==> config.mk <==
export PLATFORM = sky130hd
export DESIGN_NAME = circle_arc_vertex_generator_flat
export DESIGN_NICKNAME = d
export VERILOG_FILES = /design/src/rtl/core/cav_pkg.sv /design/src/rtl/core/cav_cmd_if.sv /design/src/rtl/core/cav_vtx_if.sv /design/src/rtl/core/cav_ctrl.sv /design/src/rtl/core/cav_dpath.sv /design/src/rtl/core/circle_arc_vertex_generator.sv /design/src/flat_wrapper.sv
export VERILOG_INCLUDE_DIRS = /design/src /design/src/rtl/core
export SDC_FILE = /design/constraint.sdc
export NUM_CORES = 2
export LEC_CHECK = 0
export BUFFER_PORTS_ARGS = -buffer_cell sky130_fd_sc_hd__buf_4
export CORE_MARGIN = 5
export CORE_UTILIZATION = 57
export DETAILED_ROUTE_END_ITERATION = 6
export PLACE_DENSITY = 0.83
export SLEW_MARGIN = 40
export SYNTH_ARGS = -nofsm -noshare
export SYNTH_HDL_FRONTEND = slang
export SYNTH_SLANG_ARGS = --single-unit
==> constraint.sdc <==
create_clock -name clk -period 10.8 [get_ports clk]
set_clock_uncertainty 0.05 [all_clocks]
set_input_delay 1.08 -clock clk [delete_from_list [all_inputs] [get_ports clk]]
set_output_delay 1.08 -clock clk [all_outputs]
set_load 0.1 [all_outputs]
==> src/rtl/core/assert_macros.svh <==
// Assertion macros shared by the files that check the vertex generator.
`ifndef ASSERT_MACROS_SVH
`define ASSERT_MACROS_SVH

// Checks that a condition holds at every clock edge outside reset.
`define CAV_ASSERT(lbl, cond, msg) \
	lbl: assert property (@(posedge clk) disable iff (!arst_n) (cond)) else $error(msg);

// Checks that a consequent holds in the cycle after its antecedent.
`define CAV_ASSERT_NEXT(lbl, ante, cons, msg) \
	lbl: assert property (@(posedge clk) disable iff (!arst_n) (ante) |=> (cons)) else $error(msg);

`endif

==> src/rtl/core/cav_pkg.sv <==
// Types, constants and tables shared by the vertex generator modules.
package cav_pkg;

	localparam int SEGMENTS     = 32;
	localparam int FULL_DEG64   = 23040;
	localparam int CORDIC_STEPS = 30;
	localparam int DIV_STEPS    = 32;
	localparam int MUL_STEPS    = 4;
	localparam int CNT_W        = $clog2(SEGMENTS + 2);
	localparam int DEN_W        = $clog2(SEGMENTS * FULL_DEG64 + 1);
	localparam int REM_W        = DEN_W + 1;
	localparam int SDM_W        = $clog2(FULL_DEG64);
	localparam int CRD_W        = 34;
	localparam int ITER_W       = 5;
	localparam int STEP_W       = 6;
	localparam logic [31:0] CORDIC_GAIN = 32'h26DD3B6A;

	localparam logic [2:0] MODE_ARC    = 3'd0;
	localparam logic [2:0] MODE_FARC   = 3'd1;
	localparam logic [2:0] MODE_CIRC   = 3'd2;
	localparam logic [2:0] MODE_FCIRC  = 3'd3;
	localparam logic [2:0] MODE_WASHER = 3'd4;
	localparam logic [2:0] MODE_RECT   = 3'd5;
	localparam logic [2:0] MODE_MOVE   = 3'd6;
	localparam logic [2:0] MODE_DRAW   = 3'd7;

	localparam logic [2:0] PRIM_LSTRIP = 3'd0;
	localparam logic [2:0] PRIM_TFAN   = 3'd1;
	localparam logic [2:0] PRIM_LLOOP  = 3'd2;
	localparam logic [2:0] PRIM_POLY   = 3'd3;
	localparam logic [2:0] PRIM_TSTRIP = 3'd4;
	localparam logic [2:0] PRIM_SINGLE = 3'd5;

	typedef struct packed {
		logic              latch;
		logic              ncalc_step;
		logic              init_arc;
		logic              div_step;
		logic              div_first;
		logic              cordic_init;
		logic              cordic_step;
		logic [ITER_W-1:0] iter;
		logic              mul_go;
		logic [1:0]        mul_idx;
		logic              load_direct;
		logic [1:0]        direct_k;
		logic              load_point;
		logic              last;
		logic              advance;
	} cav_cmd_t;

	typedef struct packed {
		logic             slot_free;
		logic             span_neg;
		logic             acc_ge;
		logic [CNT_W-1:0] n;
	} cav_stat_t;

	function automatic logic [31:0] atan_turn(input logic [ITER_W-1:0] idx);
		logic [31:0] v;
		case (idx)
			5'd0:  v = 32'h20000000;
			5'd1:  v = 32'h12E4051E;
			5'd2:  v = 32'h09FB385B;
			5'd3:  v = 32'h051111D4;
			5'd4:  v = 32'h028B0D43;
			5'd5:  v = 32'h0145D7E1;
			5'd6:  v = 32'h00A2F61E;
			5'd7:  v = 32'h00517C55;
			5'd8:  v = 32'h0028BE53;
			5'd9:  v = 32'h00145F2F;
			5'd10: v = 32'h000A2F98;
			5'd11: v = 32'h000517CC;
			5'd12: v = 32'h00028BE6;
			5'd13: v = 32'h000145F3;
			5'd14: v = 32'h0000A2FA;
			5'd15: v = 32'h0000517D;
			5'd16: v = 32'h000028BE;
			5'd17: v = 32'h0000145F;
			5'd18: v = 32'h00000A30;
			5'd19: v = 32'h00000518;
			5'd20: v = 32'h0000028C;
			5'd21: v = 32'h00000146;
			5'd22: v = 32'h000000A3;
			5'd23: v = 32'h00000051;
			5'd24: v = 32'h00000029;
			5'd25: v = 32'h00000014;
			5'd26: v = 32'h0000000A;
			5'd27: v = 32'h00000005;
			5'd28: v = 32'h00000003;
			5'd29: v = 32'h00000001;
			default: v = 32'h00000000;
		endcase
		return v;
	endfunction

endpackage

==> src/rtl/core/cav_cmd_if.sv <==
// Handshake channel that carries one drawing command item.
interface cav_cmd_if;
	logic               valid;
	logic               ready;
	logic [2:0]         mode;
	logic signed [23:0] x;
	logic signed [23:0] y;
	logic signed [23:0] param_a;
	logic signed [23:0] param_b;
	logic signed [15:0] start_deg;
	logic signed [15:0] end_deg;

	modport source (output valid, mode, x, y, param_a, param_b, start_deg, end_deg,
		input ready);
	modport sink (input valid, mode, x, y, param_a, param_b, start_deg, end_deg,
		output ready);
endinterface

==> src/rtl/core/cav_vtx_if.sv <==
// Handshake channel that carries one vertex item.
interface cav_vtx_if;
	logic               valid;
	logic               ready;
	logic signed [23:0] vert_x;
	logic signed [23:0] vert_y;
	logic signed [23:0] outer_x;
	logic signed [23:0] outer_y;
	logic [2:0]         prim_kind;
	logic               last;

	modport source (output valid, vert_x, vert_y, outer_x, outer_y, prim_kind, last,
		input ready);
	modport sink (input valid, vert_x, vert_y, outer_x, outer_y, prim_kind, last,
		output ready);
endinterface

==> src/rtl/core/cav_ctrl.sv <==
// Sequencer for division, rotation, scaling and output of arc and circle points.
module cav_ctrl import cav_pkg::*; (
	input  logic       clk,
	input  logic       arst_n,
	input  logic       in_valid,
	input  logic [2:0] in_mode,
	output logic       in_ready,
	input  cav_stat_t  stat,
	output cav_cmd_t   cmd
);

	localparam logic [3:0] S_IDLE   = 4'd0;
	localparam logic [3:0] S_DIRECT = 4'd1;
	localparam logic [3:0] S_NCALC  = 4'd2;
	localparam logic [3:0] S_INIT   = 4'd3;
	localparam logic [3:0] S_DIV    = 4'd4;
	localparam logic [3:0] S_CINIT  = 4'd5;
	localparam logic [3:0] S_CORD   = 4'd6;
	localparam logic [3:0] S_MUL    = 4'd7;
	localparam logic [3:0] S_OUT    = 4'd8;

	logic [3:0]        state_q, state_d;
	logic [2:0]        mode_q, mode_d;
	logic [STEP_W-1:0] cnt_q, cnt_d;
	logic [CNT_W-1:0]  pt_q, pt_d;
	logic [1:0]        k_q, k_d;
	logic [CNT_W-1:0]  npts;
	logic              pt_last;

	always_comb begin
		case (mode_q)
			MODE_CIRC, MODE_FCIRC: npts = CNT_W'(SEGMENTS);
			MODE_WASHER:           npts = CNT_W'(SEGMENTS + 1);
			default:               npts = stat.n + CNT_W'(1);
		endcase
	end

	assign pt_last = (pt_q == npts - CNT_W'(1));

	always_comb begin
		state_d  = state_q;
		mode_d   = mode_q;
		cnt_d    = cnt_q;
		pt_d     = pt_q;
		k_d      = k_q;
		in_ready = 1'b0;
		cmd      = '0;
		cmd.iter = cnt_q[ITER_W-1:0];
		case (state_q)
			S_IDLE: begin
				in_ready = 1'b1;
				if (in_valid) begin
					cmd.latch = 1'b1;
					mode_d    = in_mode;
					cnt_d     = '0;
					pt_d      = '0;
					k_d       = '0;
					case (in_mode)
						MODE_ARC:                           state_d = S_NCALC;
						MODE_CIRC, MODE_FCIRC, MODE_WASHER: state_d = S_DIV;
						default:                            state_d = S_DIRECT;
					endcase
				end
			end
			S_DIRECT: begin
				cmd.direct_k = k_q;
				if (mode_q == MODE_RECT) begin
					cmd.last = (k_q == 2'd3);
				end else if (mode_q == MODE_FARC) begin
					cmd.last = stat.span_neg;
				end else begin
					cmd.last = 1'b1;
				end
				if (stat.slot_free) begin
					cmd.load_direct = 1'b1;
					k_d = k_q + 2'd1;
					if (mode_q == MODE_FARC) begin
						state_d = stat.span_neg ? S_IDLE : S_NCALC;
					end else if (cmd.last) begin
						state_d = S_IDLE;
					end
				end
			end
			S_NCALC: begin
				if (stat.span_neg) begin
					state_d = S_IDLE;
				end else begin
					cmd.ncalc_step = 1'b1;
					if (!stat.acc_ge) begin
						state_d = S_INIT;
					end
				end
			end
			S_INIT: begin
				cmd.init_arc = 1'b1;
				cnt_d        = '0;
				pt_d         = '0;
				state_d      = S_DIV;
			end
			S_DIV: begin
				cmd.div_step  = 1'b1;
				cmd.div_first = (cnt_q == '0);
				if (cnt_q == STEP_W'(DIV_STEPS - 1)) begin
					cnt_d   = '0;
					state_d = S_CINIT;
				end else begin
					cnt_d = cnt_q + STEP_W'(1);
				end
			end
			S_CINIT: begin
				cmd.cordic_init = 1'b1;
				cnt_d           = '0;
				state_d         = S_CORD;
			end
			S_CORD: begin
				cmd.cordic_step = 1'b1;
				if (cnt_q == STEP_W'(CORDIC_STEPS - 1)) begin
					cnt_d   = '0;
					state_d = S_MUL;
				end else begin
					cnt_d = cnt_q + STEP_W'(1);
				end
			end
			S_MUL: begin
				cmd.mul_go  = (cnt_q < STEP_W'(MUL_STEPS));
				cmd.mul_idx = cnt_q[1:0];
				if (cnt_q == STEP_W'(MUL_STEPS)) begin
					cnt_d   = '0;
					state_d = S_OUT;
				end else begin
					cnt_d = cnt_q + STEP_W'(1);
				end
			end
			S_OUT: begin
				cmd.last = pt_last;
				if (stat.slot_free) begin
					cmd.load_point = 1'b1;
					cmd.advance    = 1'b1;
					cnt_d          = '0;
					if (pt_last) begin
						state_d = S_IDLE;
					end else begin
						pt_d    = pt_q + CNT_W'(1);
						state_d = S_DIV;
					end
				end
			end
			default: begin
				state_d = S_IDLE;
			end
		endcase
	end

	always_ff @(posedge clk or negedge arst_n) begin
		if (!arst_n) begin
			state_q <= S_IDLE;
			mode_q  <= MODE_ARC;
			cnt_q   <= '0;
			pt_q    <= '0;
			k_q     <= '0;
		end else begin
			state_q <= state_d;
			mode_q  <= mode_d;
			cnt_q   <= cnt_d;
			pt_q    <= pt_d;
			k_q     <= k_d;
		end
	end

endmodule

==> src/rtl/core/cav_dpath.sv <==
// Datapath with angle divider, CORDIC rotator, radius multiplier, pen and output register.
module cav_dpath import cav_pkg::*; (
	input  logic               clk,
	input  logic               arst_n,
	input  cav_cmd_t           cmd,
	output cav_stat_t          stat,
	input  logic [2:0]         in_mode,
	input  logic signed [23:0] in_x,
	input  logic signed [23:0] in_y,
	input  logic signed [23:0] in_pa,
	input  logic signed [23:0] in_pb,
	input  logic signed [15:0] in_sd,
	input  logic signed [15:0] in_ed,
	output logic               out_valid,
	input  logic               out_ready,
	output logic signed [23:0] out_vx,
	output logic signed [23:0] out_vy,
	output logic signed [23:0] out_ox,
	output logic signed [23:0] out_oy,
	output logic [2:0]         out_prim,
	output logic               out_last
);

	logic [2:0]         mode_q;
	logic signed [23:0] x_q, y_q, pa_q, pb_q;
	logic signed [23:0] pen_x_q, pen_y_q;
	logic [SDM_W-1:0]   span_q, sdm_q;
	logic               span_neg_q;
	logic [DEN_W-1:0]   acc_q, r_q, den_q, step_q;
	logic [CNT_W-1:0]   n_q;
	logic [REM_W-1:0]   rem_q;
	logic [31:0]        u_q;
	logic signed [CRD_W-1:0] cx_q, cy_q, z_q;
	logic               neg_q;
	logic signed [57:0] prod_s1;
	logic signed [23:0] center_s1;
	logic [1:0]         idx_s1;
	logic               valid_s1;
	logic signed [23:0] res_q [4];
	logic               out_valid_q;

	logic signed [16:0] span_full;
	logic [SDM_W-1:0]   span_c;
	logic [17:0]        v0, v1, v2, v3;
	logic signed [24:0] pen_sx, pen_sy;
	logic [CNT_W-1:0]   m_val;
	logic [REM_W-1:0]   rem_base, rem_sh;
	logic [31:0]        u_rot;
	logic               neg_c;
	logic signed [CRD_W-1:0] dx, dy, at;
	logic signed [CRD_W-1:0] tc, ts, trig_sel;
	logic signed [23:0] rad_sel, cen_sel;
	logic signed [58:0] rounded;
	logic signed [29:0] place_sum;
	logic signed [23:0] place_sat;
	logic [DEN_W:0]     r_next;
	logic [2:0]         prim;

	function automatic logic signed [23:0] sat25(input logic signed [24:0] v);
		logic signed [23:0] r;
		if (v[24] != v[23]) begin
			r = v[24] ? 24'sh800000 : 24'sh7FFFFF;
		end else begin
			r = v[23:0];
		end
		return r;
	endfunction

	always_comb begin
		span_full = {in_ed[15], in_ed} - {in_sd[15], in_sd};
		if (span_full > 17'sd23040) begin
			span_c = SDM_W'(FULL_DEG64);
		end else begin
			span_c = span_full[SDM_W-1:0];
		end
		v0 = {{2{in_sd[15]}}, in_sd} + 18'd46080;
		v1 = (v0 >= 18'(FULL_DEG64)) ? v0 - 18'(FULL_DEG64) : v0;
		v2 = (v1 >= 18'(FULL_DEG64)) ? v1 - 18'(FULL_DEG64) : v1;
		v3 = (v2 >= 18'(FULL_DEG64)) ? v2 - 18'(FULL_DEG64) : v2;
		pen_sx = {pen_x_q[23], pen_x_q} + {in_x[23], in_x};
		pen_sy = {pen_y_q[23], pen_y_q} + {in_y[23], in_y};
	end

	assign m_val    = (n_q == '0) ? CNT_W'(1) : n_q;
	assign rem_base = cmd.div_first ? {1'b0, r_q} : rem_q;
	assign rem_sh   = {rem_base[REM_W-2:0], 1'b0};
	assign neg_c    = u_q[31] ^ u_q[30];
	assign u_rot    = neg_c ? {~u_q[31], u_q[30:0]} : u_q;
	assign dx       = cy_q >>> cmd.iter;
	assign dy       = cx_q >>> cmd.iter;
	assign at       = $signed({2'b00, atan_turn(cmd.iter)});
	assign tc       = neg_q ? -cx_q : cx_q;
	assign ts       = neg_q ? -cy_q : cy_q;
	assign trig_sel = cmd.mul_idx[0] ? ts : tc;
	assign rad_sel  = cmd.mul_idx[1] ? pb_q : pa_q;
	assign cen_sel  = cmd.mul_idx[0] ? y_q : x_q;
	assign rounded  = {prod_s1[57], prod_s1} + 59'sd536870912;
	assign place_sum = {{6{center_s1[23]}}, center_s1} + {rounded[58], rounded[58:30]};
	assign r_next   = {1'b0, r_q} + {1'b0, step_q};

	always_comb begin
		if (place_sum > 30'sd8388607) begin
			place_sat = 24'sh7FFFFF;
		end else if (place_sum < -30'sd8388608) begin
			place_sat = 24'sh800000;
		end else begin
			place_sat = place_sum[23:0];
		end
	end

	always_comb begin
		case (mode_q)
			MODE_ARC:              prim = PRIM_LSTRIP;
			MODE_FARC:             prim = PRIM_TFAN;
			MODE_CIRC, MODE_RECT:  prim = PRIM_LLOOP;
			MODE_FCIRC:            prim = PRIM_POLY;
			MODE_WASHER:           prim = PRIM_TSTRIP;
			default:               prim = PRIM_SINGLE;
		endcase
	end

	always_ff @(posedge clk) begin
		if (cmd.latch) begin
			mode_q     <= in_mode;
			x_q        <= in_x;
			y_q        <= in_y;
			pa_q       <= in_pa;
			pb_q       <= in_pb;
			span_q     <= span_c;
			span_neg_q <= span_full[16];
			sdm_q      <= v3[SDM_W-1:0];
			acc_q      <= DEN_W'(SEGMENTS) * DEN_W'(span_c);
			n_q        <= '0;
			r_q        <= '0;
			den_q      <= DEN_W'(SEGMENTS);
			step_q     <= DEN_W'(1);
		end
		if (cmd.ncalc_step && stat.acc_ge) begin
			acc_q <= acc_q - DEN_W'(FULL_DEG64);
			n_q   <= n_q + CNT_W'(1);
		end
		if (cmd.init_arc) begin
			r_q    <= DEN_W'(m_val) * DEN_W'(sdm_q);
			den_q  <= DEN_W'(m_val) * DEN_W'(FULL_DEG64);
			step_q <= DEN_W'(span_q);
		end
		if (cmd.div_step) begin
			if (rem_sh >= {1'b0, den_q}) begin
				rem_q <= rem_sh - {1'b0, den_q};
				u_q   <= {u_q[30:0], 1'b1};
			end else begin
				rem_q <= rem_sh;
				u_q   <= {u_q[30:0], 1'b0};
			end
		end
		if (cmd.cordic_init) begin
			neg_q <= neg_c;
			z_q   <= CRD_W'($signed(u_rot));
			cx_q  <= CRD_W'(CORDIC_GAIN);
			cy_q  <= '0;
		end
		if (cmd.cordic_step) begin
			if (!z_q[CRD_W-1]) begin
				cx_q <= cx_q - dx;
				cy_q <= cy_q + dy;
				z_q  <= z_q - at;
			end else begin
				cx_q <= cx_q + dx;
				cy_q <= cy_q - dy;
				z_q  <= z_q + at;
			end
		end
		if (cmd.mul_go) begin
			prod_s1   <= 58'(rad_sel * trig_sel);
			center_s1 <= cen_sel;
			idx_s1    <= cmd.mul_idx;
		end
		if (valid_s1) begin
			res_q[idx_s1] <= place_sat;
		end
		if (cmd.advance) begin
			if (r_next >= {1'b0, den_q}) begin
				r_q <= DEN_W'(r_next - {1'b0, den_q});
			end else begin
				r_q <= r_next[DEN_W-1:0];
			end
		end
		if (cmd.load_point) begin
			out_vx   <= res_q[0];
			out_vy   <= res_q[1];
			out_ox   <= (mode_q == MODE_WASHER) ? res_q[2] : '0;
			out_oy   <= (mode_q == MODE_WASHER) ? res_q[3] : '0;
			out_prim <= prim;
			out_last <= cmd.last;
		end
		if (cmd.load_direct) begin
			out_ox   <= '0;
			out_oy   <= '0;
			out_prim <= prim;
			out_last <= cmd.last;
			if (mode_q == MODE_RECT) begin
				out_vx <= cmd.direct_k[0] ^ cmd.direct_k[1] ? pa_q : x_q;
				out_vy <= cmd.direct_k[1] ? pb_q : y_q;
			end else if (mode_q == MODE_FARC) begin
				out_vx <= x_q;
				out_vy <= y_q;
			end else begin
				out_vx <= pen_x_q;
				out_vy <= pen_y_q;
			end
		end
	end

	always_ff @(posedge clk or negedge arst_n) begin
		if (!arst_n) begin
			pen_x_q     <= '0;
			pen_y_q     <= '0;
			valid_s1    <= 1'b0;
			out_valid_q <= 1'b0;
		end else begin
			valid_s1 <= cmd.mul_go;
			if (cmd.latch && in_mode == MODE_MOVE) begin
				pen_x_q <= in_x;
				pen_y_q <= in_y;
			end else if (cmd.latch && in_mode == MODE_DRAW) begin
				pen_x_q <= sat25(pen_sx);
				pen_y_q <= sat25(pen_sy);
			end
			if (cmd.load_point || cmd.load_direct) begin
				out_valid_q <= 1'b1;
			end else if (out_ready) begin
				out_valid_q <= 1'b0;
			end
		end
	end

	assign out_valid      = out_valid_q;
	assign stat.slot_free = !out_valid_q || out_ready;
	assign stat.span_neg  = span_neg_q;
	assign stat.acc_ge    = (acc_q >= DEN_W'(FULL_DEG64));
	assign stat.n         = n_q;

endmodule

==> src/rtl/core/circle_arc_vertex_generator.sv <==
// Top level of the circle, arc and polygon vertex generator.
// The cmd channel takes one drawing command item; the vtx channel gives its
// vertex items in drawing order, with last set on the final one.
// A command is taken only while the sequencer is idle; the next command is
// taken as soon as the last vertex of the previous one is in the output
// register, so a waiting vertex does not hold up the next command.
// Each arc, circle or washer vertex passes through the bit-serial angle
// divider, a setup step and the CORDIC rotator, then the shared radius
// multiplier, and is then loaded into the output register. An arc first
// computes its step count before its first vertex. Rectangle, move, draw
// and filled-arc center vertices are loaded without the divider or rotator.
// Reset clears the pen position to the origin, empties the output register
// and returns the sequencer to idle. While the receiver stalls, the output
// register holds its vertex and the sequencer waits before loading the next.
module circle_arc_vertex_generator import cav_pkg::*; (
	input logic      clk,
	input logic      arst_n,
	cav_cmd_if.sink  cmd,
	cav_vtx_if.source vtx
);

	`include "assert_macros.svh"

	cav_cmd_t  ctl;
	cav_stat_t stat;

	cav_ctrl u_ctrl (
		.clk      (clk),
		.arst_n   (arst_n),
		.in_valid (cmd.valid),
		.in_mode  (cmd.mode),
		.in_ready (cmd.ready),
		.stat     (stat),
		.cmd      (ctl)
	);

	cav_dpath u_dpath (
		.clk       (clk),
		.arst_n    (arst_n),
		.cmd       (ctl),
		.stat      (stat),
		.in_mode   (cmd.mode),
		.in_x      (cmd.x),
		.in_y      (cmd.y),
		.in_pa     (cmd.param_a),
		.in_pb     (cmd.param_b),
		.in_sd     (cmd.start_deg),
		.in_ed     (cmd.end_deg),
		.out_valid (vtx.valid),
		.out_ready (vtx.ready),
		.out_vx    (vtx.vert_x),
		.out_vy    (vtx.vert_y),
		.out_ox    (vtx.outer_x),
		.out_oy    (vtx.outer_y),
		.out_prim  (vtx.prim_kind),
		.out_last  (vtx.last)
	);

	`CAV_ASSERT(a_load_slot, !(ctl.load_point || ctl.load_direct) || stat.slot_free, "vertex loaded into a full output register")
	`CAV_ASSERT_NEXT(a_busy_after_accept, cmd.valid && cmd.ready, !cmd.ready, "command taken while busy")
	`CAV_ASSERT(a_one_op, $onehot0({ctl.latch, ctl.div_step, ctl.cordic_step, ctl.mul_go, ctl.load_point, ctl.load_direct}), "overlapping datapath operations")

endmodule

==> src/flat_wrapper.sv <==
// flat-port wrapper written by rule: the top's interface ports become plain ports
module circle_arc_vertex_generator_flat import cav_pkg::*;
  (clk, arst_n, cmd_valid, cmd_mode, cmd_x, cmd_y, cmd_param_a, cmd_param_b, cmd_start_deg, cmd_end_deg, cmd_ready, vtx_valid, vtx_vert_x, vtx_vert_y, vtx_outer_x, vtx_outer_y, vtx_prim_kind, vtx_last, vtx_ready);
  cav_cmd_if cmd_i ();
  cav_vtx_if vtx_i ();
  input logic clk;
  input logic arst_n;
  input wire logic [$bits(cmd_i.valid)-1:0] cmd_valid;
  input wire logic [$bits(cmd_i.mode)-1:0] cmd_mode;
  input wire logic [$bits(cmd_i.x)-1:0] cmd_x;
  input wire logic [$bits(cmd_i.y)-1:0] cmd_y;
  input wire logic [$bits(cmd_i.param_a)-1:0] cmd_param_a;
  input wire logic [$bits(cmd_i.param_b)-1:0] cmd_param_b;
  input wire logic [$bits(cmd_i.start_deg)-1:0] cmd_start_deg;
  input wire logic [$bits(cmd_i.end_deg)-1:0] cmd_end_deg;
  output wire logic [$bits(cmd_i.ready)-1:0] cmd_ready;
  output wire logic [$bits(vtx_i.valid)-1:0] vtx_valid;
  output wire logic [$bits(vtx_i.vert_x)-1:0] vtx_vert_x;
  output wire logic [$bits(vtx_i.vert_y)-1:0] vtx_vert_y;
  output wire logic [$bits(vtx_i.outer_x)-1:0] vtx_outer_x;
  output wire logic [$bits(vtx_i.outer_y)-1:0] vtx_outer_y;
  output wire logic [$bits(vtx_i.prim_kind)-1:0] vtx_prim_kind;
  output wire logic [$bits(vtx_i.last)-1:0] vtx_last;
  input wire logic [$bits(vtx_i.ready)-1:0] vtx_ready;
  assign cmd_i.valid = cmd_valid;
  assign cmd_i.mode = cmd_mode;
  assign cmd_i.x = cmd_x;
  assign cmd_i.y = cmd_y;
  assign cmd_i.param_a = cmd_param_a;
  assign cmd_i.param_b = cmd_param_b;
  assign cmd_i.start_deg = cmd_start_deg;
  assign cmd_i.end_deg = cmd_end_deg;
  assign cmd_ready = cmd_i.ready;
  assign vtx_valid = vtx_i.valid;
  assign vtx_vert_x = vtx_i.vert_x;
  assign vtx_vert_y = vtx_i.vert_y;
  assign vtx_outer_x = vtx_i.outer_x;
  assign vtx_outer_y = vtx_i.outer_y;
  assign vtx_prim_kind = vtx_i.prim_kind;
  assign vtx_last = vtx_i.last;
  assign vtx_i.ready = vtx_ready;
  circle_arc_vertex_generator u_core (.clk(clk), .arst_n(arst_n), .cmd(cmd_i), .vtx(vtx_i));
endmodule
==> results.sh <==
export IMPL_cts_sinks=674
export IMPL_slowest_delay_ns=0.77
export IMPL_power_density_nw_per_um2=70.4
export IMPL_dp_cells=10000
export IMPL_synth_nets=9670
export IMPL_ys_async_sr_fraction=0.105
export IMPL_grt_max_degree=97
export IMPL_routedWlPerCell_um=23.6
export IMPL_first_pass_iters=7
export IMPL_fp_row_count=134
export IMPL_p_sw_mw=1.40
export IMPL_drt_initial_drc_count=7463
export IMPL_ir_drop_uv=149
export IMPL_hold_viol=0
export IMPL_area_delta_synth_final_pct=9.41
export IMPL_ys_flop_type="edfxtp_1"
export IMPL_switching_share=0.236
export IMPL_violations="design-rule violations"
export IMPL_stdcell_count=10200
export IMPL_setup_viol=0
export IMPL_synth_cell_types=107
export IMPL_core_area_um2=134000
export IMPL_hold_path_class="input pin to asynchronous set/reset pin"
export IMPL_clock_path_buffers=3
export IMPL_clk_latency_ns=0.70
export IMPL_clockRootBuffer="clkbuf_16"
export IMPL_cts_buffers=76
export IMPL_cts_tree="yes"
export IMPL_grt_usage=0.334
export IMPL_num_vias=63500
export IMPL_dp_hpwl_mm=185
export IMPL_io_pins=237
export IMPL_cp_max_fo=5
export IMPL_rsz0062_at_grt="true"
export IMPL_crit_path_end_kind="flip-flop"
export IMPL_cp_slowest_cell="nor4_1"
export IMPL_worstMarginPinSlew_ns=0.965
export IMPL_clock_fmax_ghz=0.0944
export IMPL_yosys_warnings=0
export IMPL_slew_headroom=0.350
export IMPL_path_common_cell="fa_1"
export IMPL_multi_input_area_um2=52400
export IMPL_drive_gt1_frac=0.102
export IMPL_pwr_share_clk=0.473
export IMPL_portBuffers=236
export IMPL_cap_violations=0
export IMPL_power_frac_seq=0.472
export IMPL_clk_pin_slew_ns=0.06
export IMPL_drcViolationCount=1
export IMPL_synth_edf_count=554
export IMPL_ys_seq_area_frac=0.252
export IMPL_criticalPathCategory="flip-flop to flip-flop"
export IMPL_place_congestion=1.02
export IMPL_cp_arrival_ns=10.99
export IMPL_globalRouteOverflowTotal=0
export IMPL_syn_instance_count=8188
export IMPL_slew_viol_final=0
export IMPL_ys_ff_latch=674
export IMPL_via_per_inst=6.24
export IMPL_drt_total_wl_mm=240
export IMPL_nets=9814
export IMPL_whs_ns=0.279
export IMPL_hold_buffers=0
export IMPL_fin_crit_ns=10.59
export IMPL_seq_area_um2=19400
export IMPL_antenna_found_initial=11
export IMPL_die_h_um=377
export IMPL_crit_required_ns=11.19
export IMPL_start_util=0.575
export IMPL_start_kind="flip-flop"
export IMPL_htree_levels=3
export IMPL_status="complete, but fails checks"
export IMPL_fillerInstances=10600
export IMPL_grt_pass1_vias=63500
export IMPL_synth_area_um2=76900
export IMPL_post_route_period_util=0.981
export IMPL_die_x_um=377
export IMPL_grt_pass1_wl_mm=369
export IMPL_leakage_nw=37.8
export IMPL_syn_area_per_cell_um2=9.39
export IMPL_combPwrFrac=0.055
export IMPL_die_area_um2=142000
export IMPL_p_int_mw=4.53
export IMPL_antenna_left=0
## cells by family after synthesis
logic type               synth area share
buffers and inverters              0.0718
AND/OR/NAND/NOR                     0.148
multiplexers                       0.0539
adder cells (fa/ha/maj)             0.306
AO/OA/AOI/OAI                       0.121
flip-flops                          0.252
XOR/XNOR                           0.0474
## worst max-delay path, delay by kind of cell, from the launching register on
| kind | cells | cell delay [ns] |
|---|---|---|
| adder cells (fa/ha/maj) | 8 | 3.87 |
| XOR/XNOR | 1 | 0.08 |
| buffers and inverters | 5 | 0.40 |
| AND/OR/NAND/NOR | 11 | 3.25 |
| flip-flops | 1 | 0.40 |
| AO/OA/AOI/OAI | 11 | 2.31 |
## stage by stage
step | cell area (µm²) | TNS (ns) | util | worst slack [ns] | power (mW)
6_report | 84200 | 0 | 0.629 | 0.207 | 5.93
5_1_grt | 84100 | -0.318 | 0.629 | -0.113 | 6.09
4_1_cts | 83900 | 0 | 0.627 | 0.107 | 5.95
3_5_place_dp | 81200 | 0 | 0.607 | 0.122 | 3.17
3_3_place_gp | 81000 | 0 | 0.606 | 0.292 | 3.17
2_1_floorplan | 76900 | 0 | - | 0.391 | 3.05
## path summary, 6_finish.rpt
check                                        startpoint                         end  slack, ns  cells past startpoint
worst max-delay path            u_core.u_dpath.cy_q[11]  u_core.u_dpath.prod_s1[49]       0.21                     36
worst min-delay path                             arst_n  u_core.u_dpath.pen_y_q[14]       0.28                      1
worst max register to register  u_core.u_dpath.cy_q[11]  u_core.u_dpath.prod_s1[49]       0.21                     36
worst min register to register   u_core.u_dpath.u_q[14]      u_core.u_dpath.u_q[15]       0.37                      0
max in group asynchronous                        arst_n      u_core.u_ctrl.cnt_q[0]       9.25                      2
min in group clk                 u_core.u_dpath.u_q[14]      u_core.u_dpath.u_q[15]       0.37                      0
## cell usage in the layout (no fill, tap or decap), types with 76 or more instances in the layout
| cell type | instances |
|---|---|
| a21o_1 | 152 |
| a21oi_1 | 401 |
| and2_1 | 91 |
| buf_4 | 425 |
| clkbuf_16 | 76 |
| edfxtp_1 | 554 |
| fa_1 | 890 |
| ha_1 | 454 |
| inv_1 | 1060 |
| mux2i_1 | 120 |
| mux4_2 | 89 |
| nand2_1 | 1030 |
| nand3_1 | 105 |
| nor2_1 | 769 |
| nor3_1 | 90 |
| o21ai_0 | 364 |
| xnor2_1 | 258 |
| xor2_1 | 158 |
## cell usage after synthesis (all sizes together) (39+ instances only)
cell type	number	area [µm²]
dfrtp	71	1780
inv	1066	4000
fa	892	17900
ha	455	5690
or3	69	442
nand4	39	244
nor2	780	2930
dfxtp	49	981
and2	91	569
mux2i	133	1330
nand3	109	558
nor2b	58	363
xnor2	258	2260
a22o	53	464
mux2	65	732
and3	62	398
o21ai	398	2000
o21a	49	368
a31oi	55	350
buf	85	428
edfxtp	554	16600
nand2b	73	464
a21o	153	1150
o21bai	40	300
nand2	1036	3890
clkbuf	290	1090
mux4	92	2080
a21oi	406	2040
xor2	158	1380
nor3	95	485
## state kept, by name, summed over array words and instances, names as in the netlist, 29 cells and up
register,flops
u_core.u_dpath.cy_q,34
u_core.u_dpath.prod_s1,29
u_core.u_dpath.cx_q,34
u_core.u_dpath.u_q,32
u_core.u_dpath.z_q,34
u_core.u_dpath.res_q,96
## final cells by class
cell class,count,area share
repair buffers,441,0.0405
flip-flops and latches,674,0.231
diodes,7,0.000208
inverters,1068,0.0478
multi-input cells,6071,0.623
well taps,1768,0.0263
clock buffers,94,0.0239
clock inverters,48,0.00800
## power by group through the flow
stage	Clock, mW	Combinational, mW	Sequential, mW
after global placement	0	0.314	2.85
after detailed placement	0	0.319	2.85
final	2.80	0.325	2.80
after CTS	2.83	0.321	2.80
after floorplan	0	0.201	2.85
after global routing	2.94	0.355	2.80
## routing by layer
| layer | routed length (µm) | share of wire | vias to the layer above | track usage |
|---|---|---|---|---|
| li1 | - | - | 27700 | - |
| met5 | 51 | 0.00021 | - | 0 |
| met1 | 89200 | 0.37 | 30900 | 0.431 |
| met4 | 15900 | 0.066 | 6 | 0.177 |
| met3 | 29200 | 0.12 | 883 | 0.0934 |
| met2 | 106000 | 0.44 | 3987 | 0.516 |
## repair_timing
action,4_1_cts,5_1_grt
setup endpoints to repair,0,13
buffers inserted,0,9
gates resized for setup,0,25
(Power assumes the default switching activity.)
